==> config.mk <==
export PLATFORM = sky130hd
export DESIGN_NAME = frame_receiver_checksum_check
export DESIGN_NICKNAME = d
export VERILOG_FILES = /design/src/hw/rtl/frmchk_pkg.sv /design/src/hw/rtl/frame_receiver_checksum_check.sv /design/src/hw/rtl/frmchk_ram.sv /design/src/hw/rtl/frmchk_ctrl.sv /design/src/hw/rtl/frmchk_dp.sv
export SDC_FILE = /design/constraint.sdc
export NUM_CORES = 1
export LEC_CHECK = 0
export BUFFER_PORTS_ARGS = -buffer_cell sky130_fd_sc_hd__buf_2
export CAP_MARGIN = 20
export CORE_UTILIZATION = 40
export DETAILED_ROUTE_END_ITERATION = 7
export PLACE_DENSITY = 0.56
export SYNTH_ARGS = -nofsm -noshare
export SYNTH_HDL_FRONTEND = slang
export SYNTH_SLANG_ARGS = --single-unit
==> constraint.sdc <==
create_clock -name clk -period 5.9 [get_ports clk]
set_input_delay 0.295 -clock clk [delete_from_list [all_inputs] [get_ports clk]]
set_output_delay 0.295 -clock clk [all_outputs]
set_load 0.1 [all_outputs]
==> src/hw/rtl/frmchk_pkg.sv <==
// Package: sizes, register indexes, reset values, state and interface types.
package frmchk_pkg;

  localparam int BUFFER_DEPTH   = 64;
  localparam int ADDR_W         = $clog2(BUFFER_DEPTH);
  localparam int IDX_W          = ADDR_W + 1;
  localparam int BYTE_W         = 8;
  localparam int POS_W          = 6;
  localparam int CNT_W          = 9;   // holds length + 5
  localparam int FRAME_OVERHEAD = 5;
  localparam int CFG_IDX_W      = 3;

  localparam logic [CFG_IDX_W-1:0] REG_HEADER0  = 3'd0;
  localparam logic [CFG_IDX_W-1:0] REG_HEADER1  = 3'd1;
  localparam logic [CFG_IDX_W-1:0] REG_HEADER2  = 3'd2;
  localparam logic [CFG_IDX_W-1:0] REG_TRAILER0 = 3'd3;
  localparam logic [CFG_IDX_W-1:0] REG_TRAILER1 = 3'd4;

  localparam logic [BYTE_W-1:0] RST_HEADER0  = 8'h43;
  localparam logic [BYTE_W-1:0] RST_HEADER1  = 8'h53;
  localparam logic [BYTE_W-1:0] RST_HEADER2  = 8'h4F;
  localparam logic [BYTE_W-1:0] RST_TRAILER0 = 8'h03;
  localparam logic [BYTE_W-1:0] RST_TRAILER1 = 8'hFF;

  typedef enum logic [1:0] {
    ST_HUNT,
    ST_FRAME,
    ST_DRAIN
  } state_t;

  typedef struct packed {
    logic hdr_clr;
    logic hdr_inc;
    logic frame_start;
    logic store;
    logic drain_start;
    logic drain_issue;
  } cmd_t;

  typedef struct packed {
    logic hdr_hit;
    logic hdr_last;
    logic store_full;
    logic frame_done;
    logic trailer_ok;
    logic rd_last;
    logic out_free;
  } sts_t;

endpackage

==> src/hw/rtl/frame_receiver_checksum_check.sv <==
// Top level of the length-prefixed frame receiver with additive checksum check.
//
// Input channel (in_valid/in_ready/rx_byte): one received byte per item, one item
//   per cycle while hunting for the header or capturing a frame.
// Output channel (out_valid/out_ready): command, length, payload and checksum
//   bytes of a frame with a good trailer, with byte_pos, last on the checksum
//   byte, and checksum_ok for the whole frame on every item.
// Config port (cfg_we/cfg_index/cfg_data): header and trailer bytes, to be
//   written only while idle; the block itself does not enforce this.
// Drain: the first result is registered from the store read that follows
//   the second trailer byte; the store is read one byte a cycle through its
//   registered read port unless out_ready stalls.
// Throughput: one input byte per cycle, except that in_ready is low for the
//   whole drain; a length-L frame is 3 + L + 5 bytes in and L + 3 items out.
// Receiver stalls: a low out_ready holds the current result and pauses the
//   store reads; nothing is lost and input stays stopped until the drain ends.
// Reset (rst, synchronous): back to header hunting, no result pending,
//   registers at their defaults. The store is not cleared; it is always
//   written before it is read within a frame.
module frame_receiver_checksum_check import frmchk_pkg::*; (
  input  logic                 clk,
  input  logic                 rst,
  input  logic                 cfg_we,
  input  logic [CFG_IDX_W-1:0] cfg_index,
  input  logic [BYTE_W-1:0]    cfg_data,
  input  logic                 in_valid,
  output logic                 in_ready,
  input  logic [BYTE_W-1:0]    rx_byte,
  output logic                 out_valid,
  input  logic                 out_ready,
  output logic [BYTE_W-1:0]    frame_byte,
  output logic [POS_W-1:0]     byte_pos,
  output logic                 last,
  output logic                 checksum_ok
);

  cmd_t cmd;   // controller to datapath
  sts_t sts;   // datapath to controller

  // Sequencer: hunt, capture, drain.
  frmchk_ctrl u_ctrl (
    .clk      (clk),
    .rst      (rst),
    .in_valid (in_valid),
    .sts      (sts),
    .cmd      (cmd),
    .in_ready (in_ready)
  );

  // Storage, compare logic and the output item register.
  frmchk_dp u_dp (
    .clk         (clk),
    .rst         (rst),
    .cfg_we      (cfg_we),
    .cfg_index   (cfg_index),
    .cfg_data    (cfg_data),
    .rx_byte     (rx_byte),
    .cmd         (cmd),
    .sts         (sts),
    .out_ready   (out_ready),
    .out_valid   (out_valid),
    .frame_byte  (frame_byte),
    .byte_pos    (byte_pos),
    .last        (last),
    .checksum_ok (checksum_ok)
  );

endmodule

==> src/hw/rtl/frmchk_ram.sv <==
// Generic single-write, single-read RAM with registered, enabled read.
module frmchk_ram #(
  parameter int WIDTH = 8,
  parameter int DEPTH = 64
) (
  input  logic                     clk,
  input  logic                     we,
  input  logic [$clog2(DEPTH)-1:0] waddr,
  input  logic [WIDTH-1:0]         wdata,
  input  logic                     re,
  input  logic [$clog2(DEPTH)-1:0] raddr,
  output logic [WIDTH-1:0]         rdata
);

  logic [WIDTH-1:0] mem [DEPTH];

  always_ff @(posedge clk) begin
    if (we) begin
      mem[waddr] <= wdata;
    end
    if (re) begin
      rdata <= mem[raddr];
    end
  end

endmodule

==> src/hw/rtl/frmchk_ctrl.sv <==
// Controller: header hunt, frame capture and drain sequencing.
module frmchk_ctrl import frmchk_pkg::*; (
  input  logic clk,
  input  logic rst,
  input  logic in_valid,
  input  sts_t sts,
  output cmd_t cmd,
  output logic in_ready
);

  state_t state, state_next;

  always_ff @(posedge clk) begin
    if (rst) begin
      state <= ST_HUNT;
    end else begin
      state <= state_next;
    end
  end

  always_comb begin
    state_next = state;
    cmd        = '0;
    in_ready   = (state != ST_DRAIN);
    unique case (state)
      ST_HUNT: begin
        if (in_valid) begin
          if (sts.hdr_hit && sts.hdr_last) begin
            cmd.hdr_clr     = 1'b1;
            cmd.frame_start = 1'b1;
            state_next      = ST_FRAME;
          end else if (sts.hdr_hit) begin
            cmd.hdr_inc = 1'b1;
          end else begin
            cmd.hdr_clr = 1'b1;
          end
        end
      end
      ST_FRAME: begin
        if (in_valid) begin
          if (sts.store_full) begin
            state_next = ST_HUNT;   // overlong frame, byte dropped
          end else begin
            cmd.store = 1'b1;
            if (sts.frame_done && sts.trailer_ok) begin
              cmd.drain_start = 1'b1;
              state_next      = ST_DRAIN;
            end else if (sts.frame_done) begin
              state_next = ST_HUNT;
            end
          end
        end
      end
      ST_DRAIN: begin
        if (sts.out_free) begin
          cmd.drain_issue = 1'b1;
          if (sts.rd_last) begin
            state_next = ST_HUNT;
          end
        end
      end
      default: begin
        state_next = ST_HUNT;
      end
    endcase
  end

endmodule

==> src/hw/rtl/frmchk_dp.sv <==
// Datapath: config registers, header counter, frame store, checksum and output stage.
module frmchk_dp import frmchk_pkg::*; (
  input  logic                 clk,
  input  logic                 rst,
  input  logic                 cfg_we,
  input  logic [CFG_IDX_W-1:0] cfg_index,
  input  logic [BYTE_W-1:0]    cfg_data,
  input  logic [BYTE_W-1:0]    rx_byte,
  input  cmd_t                 cmd,
  output sts_t                 sts,
  input  logic                 out_ready,
  output logic                 out_valid,
  output logic [BYTE_W-1:0]    frame_byte,
  output logic [POS_W-1:0]     byte_pos,
  output logic                 last,
  output logic                 checksum_ok
);

  logic [BYTE_W-1:0] header0, header1, header2, trailer0, trailer1;
  logic [1:0]        hdr_cnt;
  logic [IDX_W-1:0]  wr_idx;
  logic [BYTE_W-1:0] plen;
  logic [BYTE_W-1:0] sum;
  logic              sum_ok;
  logic [BYTE_W-1:0] prev_byte;
  logic [ADDR_W-1:0] rd_idx;
  logic [POS_W-1:0]  pos_q;
  logic              last_q;
  logic              ok_q;
  logic [BYTE_W-1:0] hdr_exp;
  logic [CNT_W-1:0]  chk_pos;

  always_ff @(posedge clk) begin
    if (rst) begin
      header0  <= RST_HEADER0;
      header1  <= RST_HEADER1;
      header2  <= RST_HEADER2;
      trailer0 <= RST_TRAILER0;
      trailer1 <= RST_TRAILER1;
    end else if (cfg_we) begin
      unique case (cfg_index)
        REG_HEADER0:  header0  <= cfg_data;
        REG_HEADER1:  header1  <= cfg_data;
        REG_HEADER2:  header2  <= cfg_data;
        REG_TRAILER0: trailer0 <= cfg_data;
        REG_TRAILER1: trailer1 <= cfg_data;
        default: ;
      endcase
    end
  end

  always_comb begin
    unique case (hdr_cnt)
      2'd0:    hdr_exp = header0;
      2'd1:    hdr_exp = header1;
      default: hdr_exp = header2;
    endcase
  end

  // checksum sits right after command, length and payload
  assign chk_pos = CNT_W'(plen) + CNT_W'(2);

  assign sts.hdr_hit    = (rx_byte == hdr_exp);
  assign sts.hdr_last   = (hdr_cnt == 2'd2);
  assign sts.store_full = (wr_idx == IDX_W'(BUFFER_DEPTH));
  assign sts.frame_done = ((CNT_W'(wr_idx) + CNT_W'(1)) ==
                           (CNT_W'(plen) + CNT_W'(FRAME_OVERHEAD)));
  assign sts.trailer_ok = (prev_byte == trailer0) && (rx_byte == trailer1);
  assign sts.rd_last    = (CNT_W'(rd_idx) == chk_pos);
  assign sts.out_free   = !out_valid || out_ready;

  always_ff @(posedge clk) begin
    if (rst) begin
      hdr_cnt <= '0;
    end else if (cmd.hdr_clr) begin
      hdr_cnt <= '0;
    end else if (cmd.hdr_inc) begin
      hdr_cnt <= hdr_cnt + 2'd1;
    end
  end

  always_ff @(posedge clk) begin
    if (cmd.frame_start) begin
      wr_idx <= '0;
      sum    <= '0;
    end else if (cmd.store) begin
      wr_idx    <= wr_idx + IDX_W'(1);
      sum       <= sum + rx_byte;
      prev_byte <= rx_byte;
      if (wr_idx == IDX_W'(1)) begin
        plen <= rx_byte;
      end
      if (CNT_W'(wr_idx) == chk_pos) begin
        sum_ok <= (sum == rx_byte);
      end
    end
  end

  always_ff @(posedge clk) begin
    if (cmd.drain_start) begin
      rd_idx <= '0;
    end else if (cmd.drain_issue) begin
      rd_idx <= rd_idx + ADDR_W'(1);
      pos_q  <= POS_W'(rd_idx);
      last_q <= sts.rd_last;
      ok_q   <= sum_ok;
    end
  end

  always_ff @(posedge clk) begin
    if (rst) begin
      out_valid <= 1'b0;
    end else if (cmd.drain_issue) begin
      out_valid <= 1'b1;
    end else if (out_ready) begin
      out_valid <= 1'b0;
    end
  end

  frmchk_ram #(
    .WIDTH (BYTE_W),
    .DEPTH (BUFFER_DEPTH)
  ) u_store (
    .clk   (clk),
    .we    (cmd.store),
    .waddr (wr_idx[ADDR_W-1:0]),
    .wdata (rx_byte),
    .re    (cmd.drain_issue),
    .raddr (rd_idx),
    .rdata (frame_byte)
  );

  assign byte_pos    = pos_q;
  assign last        = last_q;
  assign checksum_ok = ok_q;

endmodule

After elaboration in Yosys (flattened, before gate mapping)
Memories as Yosys holds them, arrays and structs flattened. A register that Yosys moved wholly into a read port is not among the register bits. Cells that the tools add are included.

Bits in registers: 91. Bits in writable memories: 512. Bits of input ports: 24. Output and inout port bits: 18. Word-level logic and storage cells: 98. Memories kept: 1.

Memory list: u_dp.u_store.mem (depth 64, bits a word 8, read ports 1, clocked after Yosys merged registers in 1, write ports 1, RTL line frmchk_ram.sv:15) `logic [WIDTH-1:0] mem [DEPTH];`.

$add $sub $neg: 7. Equality and inequality tests: 24. Multiplexer cells: 27. Bitwise logic cells: 2. Reductions and logical operators: 20.

Operators with widths (count): $eq 8x8->1 (4); $mux 2 (11); $pmux 8 s2 (1); $reduce_and 2->1 (7); $mux 1 (12); $ne 2x2->1 const B (5); $add 8x2->9 const B (1); $add 8x3->9 const B (1); $eq 6x9->1 (1); $eq 7x9->1 (1); $eq 9x9->1 (1); $add 7x1->8 const B (1); $add 8x8->8 (1); $add 7x1->7 const B (1); $eq 7x1->1 const B (1); $eq 7x7->1 const B (1); $add 6x1->6 const B (1); $eq 3x2->1 const B (2); $mux 3 (2); $pmux 2 s3 (1); $reduce_and 3->1 (2); $reduce_and 6->1 (1); $eq 2x1->1 const B (2); $eq 2x2->1 const B (2); other kinds (13) (17).

Longest topological paths before layout
Gate-level depths: netlist of run 1.

Depth in word-level cells: 9. Mapped depth: 11.

Modules after synthesis
From an unflattened synthesis of run 1, not the netlist that was laid out.

Cell total of the unflattened synthesis: 1434. Area, all modules: 24921.4 um^2.

Modules (own cells, without submodules): frmchk_ram (times used 1, cells each 940, area an instance 20246.9 um^2); frmchk_dp (times used 1, cells each 473, area an instance 4515.6 um^2); frmchk_ctrl (times used 1, cells each 21, area an instance 158.9 um^2).

Worst setup path after synthesis of run 1
Ideal clock, no wire load.

Kind: register to register. From: register u_dp.rd_idx[0]. To: register u_dp.u_store.rdata[7] (read register of u_dp.u_store.mem) (data pin). Setup time: 272 ps. Arrival: 2242 ps. Slack: 3386 ps. Stages on the path, launching flop included: 7. Buffers on the path: 3. Period minus slack after synthesis: 2514 ps. Cells stage by stage: dfxtp_1 clkbuf_1 buf_6 buf_6 mux4_2 mux4_2 mux4_2.

RTL lines: start, declared (RTL line frmchk_dp.sv:26) `logic [ADDR_W-1:0] rd_idx;`; start signal, assigned (RTL line frmchk_dp.sv:103) `rd_idx <= rd_idx + ADDR_W'(1);`; end, declared (RTL line frmchk_ram.sv:12) `output logic [WIDTH-1:0] rdata`.

Worst setup path after layout of run 1
From: register u_dp.wr_idx[3]. To: memory u_dp.u_store.mem[1][2] (enable).

Cells in the longest elaborated chain, start to end: 6.

Ends and longest elaborated chain: start, declared (RTL line frmchk_dp.sv:21) `logic [IDX_W-1:0] wr_idx;`; start signal, assigned (RTL line frmchk_dp.sv:87) `wr_idx <= wr_idx + IDX_W'(1);`; $eq 7x7->1 (RTL line frmchk_dp.sv:65) `assign sts.store_full = (wr_idx == IDX_W'(BUFFER_DEPTH));`; $mux 2 (RTL line frmchk_ctrl.sv:41) `if (sts.store_full) begin`; $mux 2 (RTL line frmchk_ctrl.sv:40) `if (in_valid) begin`; $mux 2 (RTL line frmchk_ctrl.sv:25) `unique case (state)`; $mux 1 (RTL line frmchk_ram.sv:18) `if (we) begin`; $mux 1 (implied by the code) (RTL line frmchk_ram.sv:19) `mem[waddr] <= wdata;`; end, declared (RTL line frmchk_ram.sv:15).

Parallel ways exist; a longest one is shown, timed or not.

==> results of run 1 <==
[registers in the layout, indices dropped and copies added (netlist names), 7 cells and up]
signal,flops
u_dp.header0,8
u_dp.header1,8
u_dp.header2,8
u_dp.plen,8
u_dp.prev_byte,8
u_dp.sum,8
u_dp.trailer0,8
u_dp.trailer1,8
u_dp.u_store.mem,512
u_dp.u_store.rdata,8
u_dp.wr_idx,7
[synthesized netlist by cell type, types with 3 or more instances]
master / n
inv_1: 14
ha_1: 17
buf_2: 13
and4_1: 3
nand3_1: 32
o21a_1: 3
nand2_1: 101
or3_1: 4
nor2_1: 102
nand3b_1: 4
nor3_1: 6
and3_1: 9
xnor2_1: 23
nor2b_1: 5
nand4_1: 9
a211oi_1: 3
buf_1: 10
mux4_2: 168
edfxtp_1: 545
xor2_1: 31
nor3b_1: 3
dfxtp_1: 66
o21ai_0: 6
mux2i_1: 10
a21oi_1: 38
clkbuf_1: 36
nor4_1: 12
buf_6: 10
or3b_2: 6
a22oi_1: 6
[area by class of cell]
type | count | share of cell area [%]
multi-input combinational | 634 | 23.4
inverter | 15 | 0.202
clock inverter | 35 | 1.14
timing repair buffer | 65 | 1.69
tap | 782 | 3.51
clock buffer | 84 | 6.54
sequential | 611 | 63.5
[where the power goes]
group          leakage, nW  total, mW  internal, mW  switching [mW]
Combinational         2.35      0.905         0.455           0.450
Sequential            5.43       4.79          4.72          0.0672
Clock                 1.05       4.07          2.41            1.66
[cell families (layout without fill, tap and decap cells)]
logic type / count (synthesis) / count (layout) / synth area share, %
buf+inv: 84 / 199 / 1.65
xor+xnor: 57 / 57 / 2.17
compound gates: 71 / 71 / 1.78
fa+ha+maj: 18 / 18 / 0.945
simple gates: 309 / 309 / 5.82
flops: 611 / 611 / 71.8
mux: 179 / 179 / 15.8
[worst min-delay path by stage]
stage,to,slack (ps),cells past startpoint,start
after global placement,u_dp.checksum_ok,430,0,u_dp.sum_ok
final,u_dp.trailer0[4],30,3,cfg_data[4]
after floorplan,u_dp.out_valid,360,1,rst
after global routing,u_dp.trailer0[4],20,3,cfg_data[4]
after CTS,u_dp.trailer0[4],0.07,3,cfg_data[4]
after detailed placement,u_dp.checksum_ok,420,0,u_dp.sum_ok
[worst register-to-register path, stage by stage, from the launching register on]
cell	delay [ps]
dfxtp_1	630
or3_1	530
o31a_1	230
nand2_1	330
nor2_1	380
nand3_1	840
nor2_1	980
[routing by layer]
metal | share of wire (%) | global-route usage, % | up-vias | wire, um
met3 | 5.5 | 3.61 | 82 | 3270
met1 | 45 | 28.1 | 6617 | 26900
met2 | 47 | 30.6 | 399 | 28200
met4 | 1.9 | 4.33 | 0 | 1110
li1 | - | - | 5424 | -
met5 | 0 | 0 | - | 0
[per-stage QoR]
step / setup slack (ps) / hold slack (ps) / area (um^2) / std cells
after floorplan: 3390 / 364 / 24600 / 1329
after global placement: 1740 / 434 / 25600 / 2100
after detailed placement: 1650 / 419 / 25600 / 2100
after CTS: 1650 / 0.0651 / 27800 / 2225
after global routing: 1410 / 16.8 / 27900 / 2226
final: 1620 / 33.3 / 27900 / 2226
[repair_timing]
item                                   in CTS  in global routing
endpoints found under the hold margin      22                  0
resized for setup                           0                  0
hold buffers                                6                  0
==> flow_metrics.py, run 1 <==
metrics = {
    "die": {
        "core_area_um2": 60600,
        "io_pins": 42,
        "dieArea_um2": 62600,
        "num_rows": 90,
        "start_util_pct": 40.7,
        "die_width_um": 250,
        "die_h_um": 250,
    },
    "final_layout": {
        "n_antenna_cell": 0,
        "mostFrequentLayoutCells": "edfxtp_1 (545), mux4_2 (168), nor2_1 (102), nand2_1 (101), clkbuf_16 (69)",
        "final_core_util_pct": 46.0,
        "seqCellArea_um2": 17700,
        "drive_gt1_share_pct": 23.6,
        "syn2layout_area_growth_pct": 13.2,
        "nets": 1436,
        "multi_input_area_um2": 6530,
        "nFillCells": 5119,
        "final_common_cell": "edfxtp_1",
    },
    "clock_network": {
        "cts_buffers": 67,
        "clkTransAtPathRegs_ps": 60,
        "clock_path_buffers": 3,
        "cts_sinks": 611,
        "clockRootBuffer": "clkbuf_16",
        "insertion_delay_ps": 590,
        "cts_tree": "done",
        "cts_setup_buffers": 0,
        "cts.htree.levels": 3,
    },
    "worst_setup_path": {
        "critPathTopFamily": "simple AND/OR/NAND/NOR gates",
        "r2r_slack_ps": 1620,
        "cp_max_fo": 15,
        "slowest_delay_ps": 970,
        "crit_path_end": "u_dp.u_store.mem[1][2]",
        "crit_required_ps": 6100,
        "critPathKind": "register to register",
        "crit_cells": 6,
        "slowest_stage": "nor2_1",
        "endpoint_kind": "register",
        "cp_common_cell": "nor2_1",
        "crit_start": "u_dp.wr_idx[3]",
        "reg2reg_to": "u_dp.u_store.mem[1][2]",
        "critPathLaunchType": "register",
        "reg2reg_depth": 6,
        "crit_chain": "or3_1, o31a_1, nand2_1, nor2_1, nand3_1, nor2_1",
        "arrival_ps": 4490,
        "crit_buf_inv": 0,
        "reg2reg_from": "u_dp.wr_idx[3]",
    },
    "grt": {
        "grt_pass1_vias": 12734,
        "grtUsageTotal_pct": 19.4,
        "grt_pass1_wl_um": 88400,
        "grt-ovfl-total": 0,
        "antenna_found_initial": 0,
        "grt_max_degree": 78,
    },
    "synth": {
        "synth_seq_cells": 611,
        "synth_area_leaders": "edfxtp_1 (66%), mux4_2 (15%), dfxtp_1 (5.4%)",
        "syn_area_um2": 24600,
        "ys_seq_area_share_pct": 71.8,
        "async_reset_ff_share_pct": 0,
        "syn_inst": 1329,
        "synth_area_leader_cell": "edfxtp_1",
        "synth.avg_cell_area_um2": 18.5,
        "synth_enable_flop_cells": 545,
        "yosys_most_used_dff": "edfxtp_1",
        "synth_nets": 1371,
        "synth_top_area_share_pct": 66.5,
        "yosysWarningCount": 0,
        "synth_cell_types": 57,
    },
    "power": {
        "p_leak_nw": 8.82,
        "p_total_mw": 9.76,
        "ir_drop_mv": 0.181,
        "powerDensity_nw_per_um2": 350,
    },
    "outcome": {
        "status": "completed",
    },
    "timing": {
        "post-route-period-util_pct": 72.6,
        "timing.slew.headroom_pct": 28.0,
        "skew_ps": 25.4,
        "max_slew.worst_pin.slew_ps": 1080,
        "setup-tns-final_ps": 0,
        "fmax_mhz": 234,
        "final_hold_viol_count": 0,
        "setup_viol": 0,
        "slew_violations": 0,
        "layout_min_cycle_time_ps": 4280,
        "rsz0062_at_grt": "false",
    },
    "routing": {
        "drc": 0,
        "wl_per_cell_um": 26.7,
        "vias": 12522,
        "ant_nets": 0,
        "wirelength_um": 59500,
        "drt-vias-per-instance": 5.63,
        "drt-initial-drc-count": 1169,
        "drt_pass1_iterations": 5,
    },
    "place": {
        "gp_congestion": 0.820,
        "numPortBuffers": 41,
        "dpl.hpwl_um": 36400,
    },
    "hold_path": {
        "hold_path.class": "primary input to register",
    },
    "flow_run": {
        "drv_cap": 0,
    },
}
No activity file was read; power rests on OpenSTA's default activity.
==> inputs of run 2 (changes only) <==
--- a/config.mk
+++ b/config.mk
@@ -5,11 +5,12 @@
 export SDC_FILE = /design/constraint.sdc
 export NUM_CORES = 1
 export LEC_CHECK = 0
+export ABC_AREA = 1
 export BUFFER_PORTS_ARGS = -buffer_cell sky130_fd_sc_hd__buf_2
 export CAP_MARGIN = 20
 export CORE_UTILIZATION = 40
 export DETAILED_ROUTE_END_ITERATION = 7
-export PLACE_DENSITY = 0.56
+export PLACE_DENSITY = 0.58
 export SYNTH_ARGS = -nofsm -noshare
 export SYNTH_HDL_FRONTEND = slang
 export SYNTH_SLANG_ARGS = --single-unit
==> constraint.sdc (replaced) <==
create_clock -name clk -period 3.85 [get_ports clk]
set_input_delay 0.1925 -clock clk [delete_from_list [all_inputs] [get_ports clk]]
set_output_delay 0.1925 -clock clk [all_outputs]
set_load 0.1 [all_outputs]
==> run 2 against run 1 <==
  * Count of clock-buffer cells in the layout shrank 17
  * Die area grew 2.7%
  * Worst hold slack lost 3.4 ps
  * Clock power grew 55%
  * Critical path depth grew 2
  * Global-route usage grew 3.4 points
  * Design area grew 4.8%
  * First-iteration DRC count grew 70%
  * Combinational power grew 14%
  * Flip-flop and latch count is the same
  * Highest routed layer unchanged
==> flow_metrics.py, run 2 <==
metrics = {
    "outcome": {
        "status": "completed",
    },
    "timing": {
        "fmax_mhz": 330,
        "rsz0062_at_grt": "false",
        "timing.slew.headroom_pct": 26.7,
        "hold_ws_ps": 29.9,
        "finalWorstSetupSlack_ps": 820,
        "setup-tns-final_ps": 0,
        "layout_min_cycle_time_ps": 3030,
        "setup_viol": 0,
        "post-route-period-util_pct": 78.7,
        "slew_violations": 0,
        "skew_ps": 19.3,
        "max_slew.worst_pin.slew_ps": 1100,
        "final_hold_viol_count": 0,
    },
    "clock_network": {
        "clockRootBuffer": "clkbuf_16",
        "cts_sinks": 611,
        "ctsResizeCount": 0,
        "insertion_delay_ps": 640,
        "cts_tree": "done",
        "clock_path_buffers": 3,
        "clkTransAtPathRegs_ps": 70,
        "cts_buffers": 61,
        "cts.htree.levels": 2,
    },
    "grt": {
        "grt-ovfl-total": 0,
        "grt_pass1_wl_um": 108000,
        "grtUsageTotal_pct": 22.8,
        "grt_max_degree": 261,
        "antenna_found_initial": 5,
        "grt_pass1_vias": 17535,
    },
    "place": {
        "numPortBuffers": 41,
        "placedInstanceArea_um2": 26900,
        "dpl.hpwl_um": 46000,
        "post-place-ws_ps": 799,
        "gp_congestion": 0.910,
        "dp.cells": 3073,
    },
    "final_layout": {
        "final_core_util_pct": 47.0,
        "nets": 2357,
        "largest_reg_flops": 512,
        "drive_gt1_share_pct": 11.3,
        "final_cell_area_um2": 29200,
        "mostFrequentLayoutCells": "edfxtp_1 (545), nor2_1 (402), o21ai_0 (289), nand2_1 (289), nand3_1 (107)",
        "syn2layout_area_growth_pct": 15.4,
        "final-instance-count-excl-fill": 3202,
        "nFillCells": 5640,
        "regMostFlops": "u_dp.u_store.mem",
        "final_common_cell": "edfxtp_1",
    },
    "synth": {
        "yosys_most_used_dff": "edfxtp_1",
        "synth_xor_xnor_area_share_pct": 0.969,
        "synth_seq_cells": 611,
        "synth_enable_flop_cells": 545,
        "synth_nets": 2247,
        "synth_top_family_by_area": "simple AND/OR/NAND/NOR gates",
        "synthMuxAreaShare_pct": 0,
        "synth_most_common_cell": "edfxtp_1",
        "synth.avg_cell_area_um2": 11.5,
        "synth_top_area_share_pct": 64.7,
        "synth_area_leader_cell": "edfxtp_1",
        "yosys.area_share.simple_pct": 14.6,
        "synth_compound_area_share_pct": 10.3,
        "syn_inst": 2205,
        "synth_adder_area_share_pct": 0.920,
        "yosysWarningCount": 0,
        "async_reset_ff_share_pct": 0,
        "syn_area_um2": 25300,
        "synth_cell_types": 38,
        "synth_area_leaders": "edfxtp_1 (65%), nor2_1 (6.0%), o21ai_0 (5.7%)",
        "synth_common_cells": "edfxtp_1 (545), nor2_1 (404), nand2_1 (289), o21ai_0 (289), nand3_1 (107)",
        "ys_seq_area_share_pct": 69.9,
    },
    "routing": {
        "ant_nets": 0,
        "drt-initial-drc-count": 1982,
        "drc": 0,
        "wirelength_um": 72700,
        "drt-vias-per-instance": 5.57,
        "wl_per_cell_um": 22.7,
        "drt_pass1_iterations": 6,
        "vias": 17830,
    },
    "power": {
        "powerDensity_nw_per_um2": 502,
        "p_total_mw": 14.7,
        "p_leak_nw": 10.2,
        "ir_drop_mv": 0.522,
    },
    "worst_setup_path": {
        "crit_required_ps": 4120,
        "arrival_ps": 3300,
        "critPathKind": "register to register",
        "endpoint_kind": "register",
        "critPathLaunchType": "register",
        "cp_max_fo": 30,
    },
    "die": {
        "die_width_um": 254,
        "num_rows": 91,
        "start_util_pct": 40.7,
        "io_pins": 42,
        "die_h_um": 254,
        "core_area_um2": 62200,
        "dieArea_um2": 64300,
    },
    "hold_path": {
        "hold_path.class": "primary input to register",
    },
    "flow_run": {
        "drv_cap": 0,
    },
}
run 2: final cells by class:
type | count | area, um^2 | area share [%]
tap | 837 | 1050 | 3.58
sequential | 611 | 17700 | 60.6
clock buffer | 67 | 1570 | 5.37
inverter | 95 | 365 | 1.25
clock inverter | 45 | 551 | 1.88
timing repair buffer | 164 | 1210 | 4.15
antenna | 1 | 2.50 | 0.00857
multi-input combinational | 1382 | 6770 | 23.2
run 2: path summary, 6_finish.rpt:
| path | startpoint | endpoint | slack, ps | cells after the start |
|---|---|---|---|---|
| worst max-delay path | u_dp.wr_idx[1] | u_dp.u_store.mem[63][1] | 820 | 8 |
| worst min-delay path | rx_byte[4] | u_dp.u_store.mem[27][4] | 30 | 1 |
| worst max register to register | u_dp.wr_idx[1] | u_dp.u_store.mem[63][1] | 820 | 8 |
| worst min register to register | u_dp.header1[6] | u_dp.header1[6] | 470 | 2 |
run 2: report_power, final:
part / internal (mW) / switching [mW]
Combinational: 0.287 / 0.742
Clock: 3.74 / 2.58
Sequential: 7.27 / 0.0713
run 2: critical path, stage by stage (launching register included):
cell     delay (ps)
dfxtp_1         500
inv_1           200
ha_1            220
nand4_1          90
nand2_1         130
nor2_2          290
buf_4           390
inv_1           290
nor2_1          550
run 2: what timing repair did:
| action | 4_1_cts | 5_1_grt |
|---|---|---|
| endpoints found under the hold margin | 49 | 0 |
| hold buffers | 15 | 0 |
| buffers inserted | 0 | 0 |
run 2: metal layers:
metal  share of wire, %  wire length (um)  track usage, %  vias up
met3                8.0              5800            3.95      143
met4                3.4              2490            8.36        0
li1                   -                 -               -     8181
met5                  0                 0               0        -
met2                 46             33300            35.8      716
met1                 43             31200            31.5     8790
run 2: logic make-up (layout without fill, tap and decap cells):
| group | Yosys count | in the layout |
|---|---|---|
| and+or+nand+nor | 885 | 885 |
| DFF | 611 | 611 |
| AOI/OAI and AO/OA | 451 | 451 |
| buffers and inverters | 212 | 371 |
| xor gates and xnor gates | 28 | 28 |
| adders and majority gates | 18 | 18 |
| other | 0 | 1 |
==> inputs of run 3 (changes only) <==
--- a/config.mk
+++ b/config.mk
@@ -5,7 +5,7 @@
 export SDC_FILE = /design/constraint.sdc
 export NUM_CORES = 1
 export LEC_CHECK = 0
-export ABC_AREA = 1
+export ABC_AREA = 0
 export BUFFER_PORTS_ARGS = -buffer_cell sky130_fd_sc_hd__buf_2
 export CAP_MARGIN = 20
 export CORE_UTILIZATION = 40
==> constraint.sdc (replaced) <==
create_clock -name clk -period 2.7 [get_ports clk]
set_input_delay 0.135 -clock clk [delete_from_list [all_inputs] [get_ports clk]]
set_output_delay 0.135 -clock clk [all_outputs]
set_load 0.1 [all_outputs]
==> run 3 against run 2 <==
  * Non-clock buffer count up 7
  * Worst hold slack got worse by 7.0 ps
  * Register-to-register slack got worse by 720 ps
  * Critical endpoint is now u_dp.u_store.rdata[1]
  * Highest routed layer unchanged
==> flow_metrics.py, run 3 (synthesis gave the netlist of run 1 again) <==
metrics = {
    "place": {
        "dpl.hpwl_um": 38500,
        "placedInstanceArea_um2": 26400,
        "gp_congestion": 0.841,
        "numPortBuffers": 41,
        "post-place-ws_ps": 2.29,
    },
    "die": {
        "io_pins": 42,
        "num_rows": 90,
        "die_width_um": 250,
        "dieArea_um2": 62600,
        "core_area_um2": 60600,
        "start_util_pct": 40.7,
        "die_h_um": 250,
    },
    "clock_network": {
        "clockRootBuffer": "clkbuf_16",
        "cts_sinks": 611,
        "cts_tree": "done",
        "insertion_delay_ps": 640,
        "clock_path_buffers": 3,
        "clkTransAtPathRegs_ps": 60,
        "cts_buffers": 59,
        "cts.htree.levels": 2,
    },
    "timing": {
        "setup-tns-final_ps": 0,
        "fmax_mhz": 384,
        "hold_ws_ps": 22.9,
        "layout_min_cycle_time_ps": 2600,
        "skew_ps": 53.4,
        "post-route-period-util_pct": 96.4,
        "finalWorstSetupSlack_ps": 97.9,
        "timing.slew.headroom_pct": 33.1,
        "final_hold_viol_count": 0,
        "rsz0062_at_grt": "false",
        "max_slew.worst_pin.slew_ps": 999,
        "slew_violations": 0,
        "setup_viol": 0,
    },
    "routing": {
        "drt_pass1_iterations": 7,
        "drt-vias-per-instance": 5.51,
        "drc": 0,
        "wirelength_um": 59100,
        "vias": 12815,
        "ant_nets": 0,
        "wl_per_cell_um": 25.4,
        "drt-initial-drc-count": 1105,
    },
    "worst_setup_path": {
        "endpoint_kind": "register",
        "critPathLaunchType": "register",
        "arrival_ps": 2980,
        "crit_chain": "buf_4, clkbuf_16, mux4_2, mux4_2, mux4_2",
        "crit_required_ps": 3080,
        "crit_buf_inv": 2,
        "critPathKind": "register to register",
        "critPathTopFamily": "multiplexers",
        "cp_common_cell": "mux4_2",
        "slowest_delay_ps": 550,
        "cp_max_fo": 16,
        "slowest_stage": "mux4_2",
    },
    "grt": {
        "grt_pass1_wl_um": 86400,
        "grt-ovfl-total": 0,
        "grt_max_degree": 54,
        "antenna_found_initial": 1,
        "grt_pass1_vias": 12868,
        "grtUsageTotal_pct": 18.9,
    },
    "final_layout": {
        "final_common_cell": "edfxtp_1",
        "nets": 1534,
        "syn2layout_area_growth_pct": 16.9,
        "regMostFlops": "u_dp.u_store.mem",
        "n_antenna_cell": 0,
        "drive_gt1_share_pct": 28.5,
        "largest_reg_flops": 512,
        "final_core_util_pct": 47.5,
        "final_cell_area_um2": 28800,
        "mostFrequentLayoutCells": "edfxtp_1 (545), mux4_2 (168), nand2_1 (101), nor2_1 (97), buf_4 (95)",
    },
    "outcome": {
        "status": "completed",
    },
    "hold_path": {
        "hold_path.class": "primary input to register",
    },
    "power": {
        "powerDensity_nw_per_um2": 736,
        "p_leak_nw": 9.37,
        "ir_drop_mv": 0.515,
    },
    "flow_run": {
        "drv_cap": 0,
    },
}
-- run 3: cell types whose count changed in the layout (fill, tap and decap cells not counted), moves of 22 or more --
cell      before  now
o221ai_1      55    0
a21oi_1       16   38
nand4_1       52    9
nand3_1      107   32
o21ai_0      289    6
inv_1         86   14
nand2_1      289  101
mux4_2         0  168
nor2_1       402   97
o22ai_1       75    1
-- run 3: metrics by stage --
| step | power (mW) | cells |
|---|---|---|
| finish | 21.2 | 2324 |
| global route | 21.8 | 2324 |
| CTS | 21.3 | 2315 |
| detailed placement | 12.7 | 2186 |
| global placement | 12.7 | 2186 |
| floorplan | 12.0 | 1329 |
-- run 3: layer usage --
| metal | part of all wire, % | track usage (%) |
|---|---|---|
| met1 | 43 | 26.4 |
| met2 | 48 | 30.1 |
| met3 | 6.2 | 3.62 |
| met4 | 2.4 | 5.61 |
| met5 | 0 | 0 |
-- run 3: worst paths after layout --
| path | slack, ps | depth (start not counted) | endpoint | from |
|---|---|---|---|---|
| min reg2reg | 430 | 0 | u_dp.checksum_ok | u_dp.sum_ok |
| max | 100 | 5 | u_dp.u_store.rdata[1] | u_dp.rd_idx[0] |
| max reg2reg | 100 | 5 | u_dp.u_store.rdata[1] | u_dp.rd_idx[0] |
| min | 20 | 1 | u_dp.u_store.mem[62][7] | rx_byte[7] |
-- run 3: worst reg2reg max path: cells and delay by family, from the launching register on --
kind	cells	cell delay (ps)
multiplexers	3	1590
flip-flops	1	400
buffers and inverters	2	380
-- run 3: layout make-up --
cell class / count / area (um^2)
Clock buffer: 68 / 1530
Clock inverter: 43 / 490
Fill cell: 5094 / 31800
Inverter: 15 / 56.3
Multi-Input combinational cell: 634 / 6560
Sequential cell: 611 / 17700
Tap cell: 782 / 978
Timing Repair Buffer: 171 / 1480
-- run 3: report_power, final --
part	internal (mW)	switching, mW
clock	4.94	3.61
sequential	10.3	0.0252
combinational	1.18	1.12
total	16.4	4.76
-- run 3: repair_timing --
action | CTS | global route
setup endpoints to repair | 15 | 57
hold endpoints to repair | 53 | 0
cloned | 0 | 3
setup buffers | 0 | 6
hold buffers | 18 | 0
pin swaps | 0 | 1
resized for setup | 1 | 11
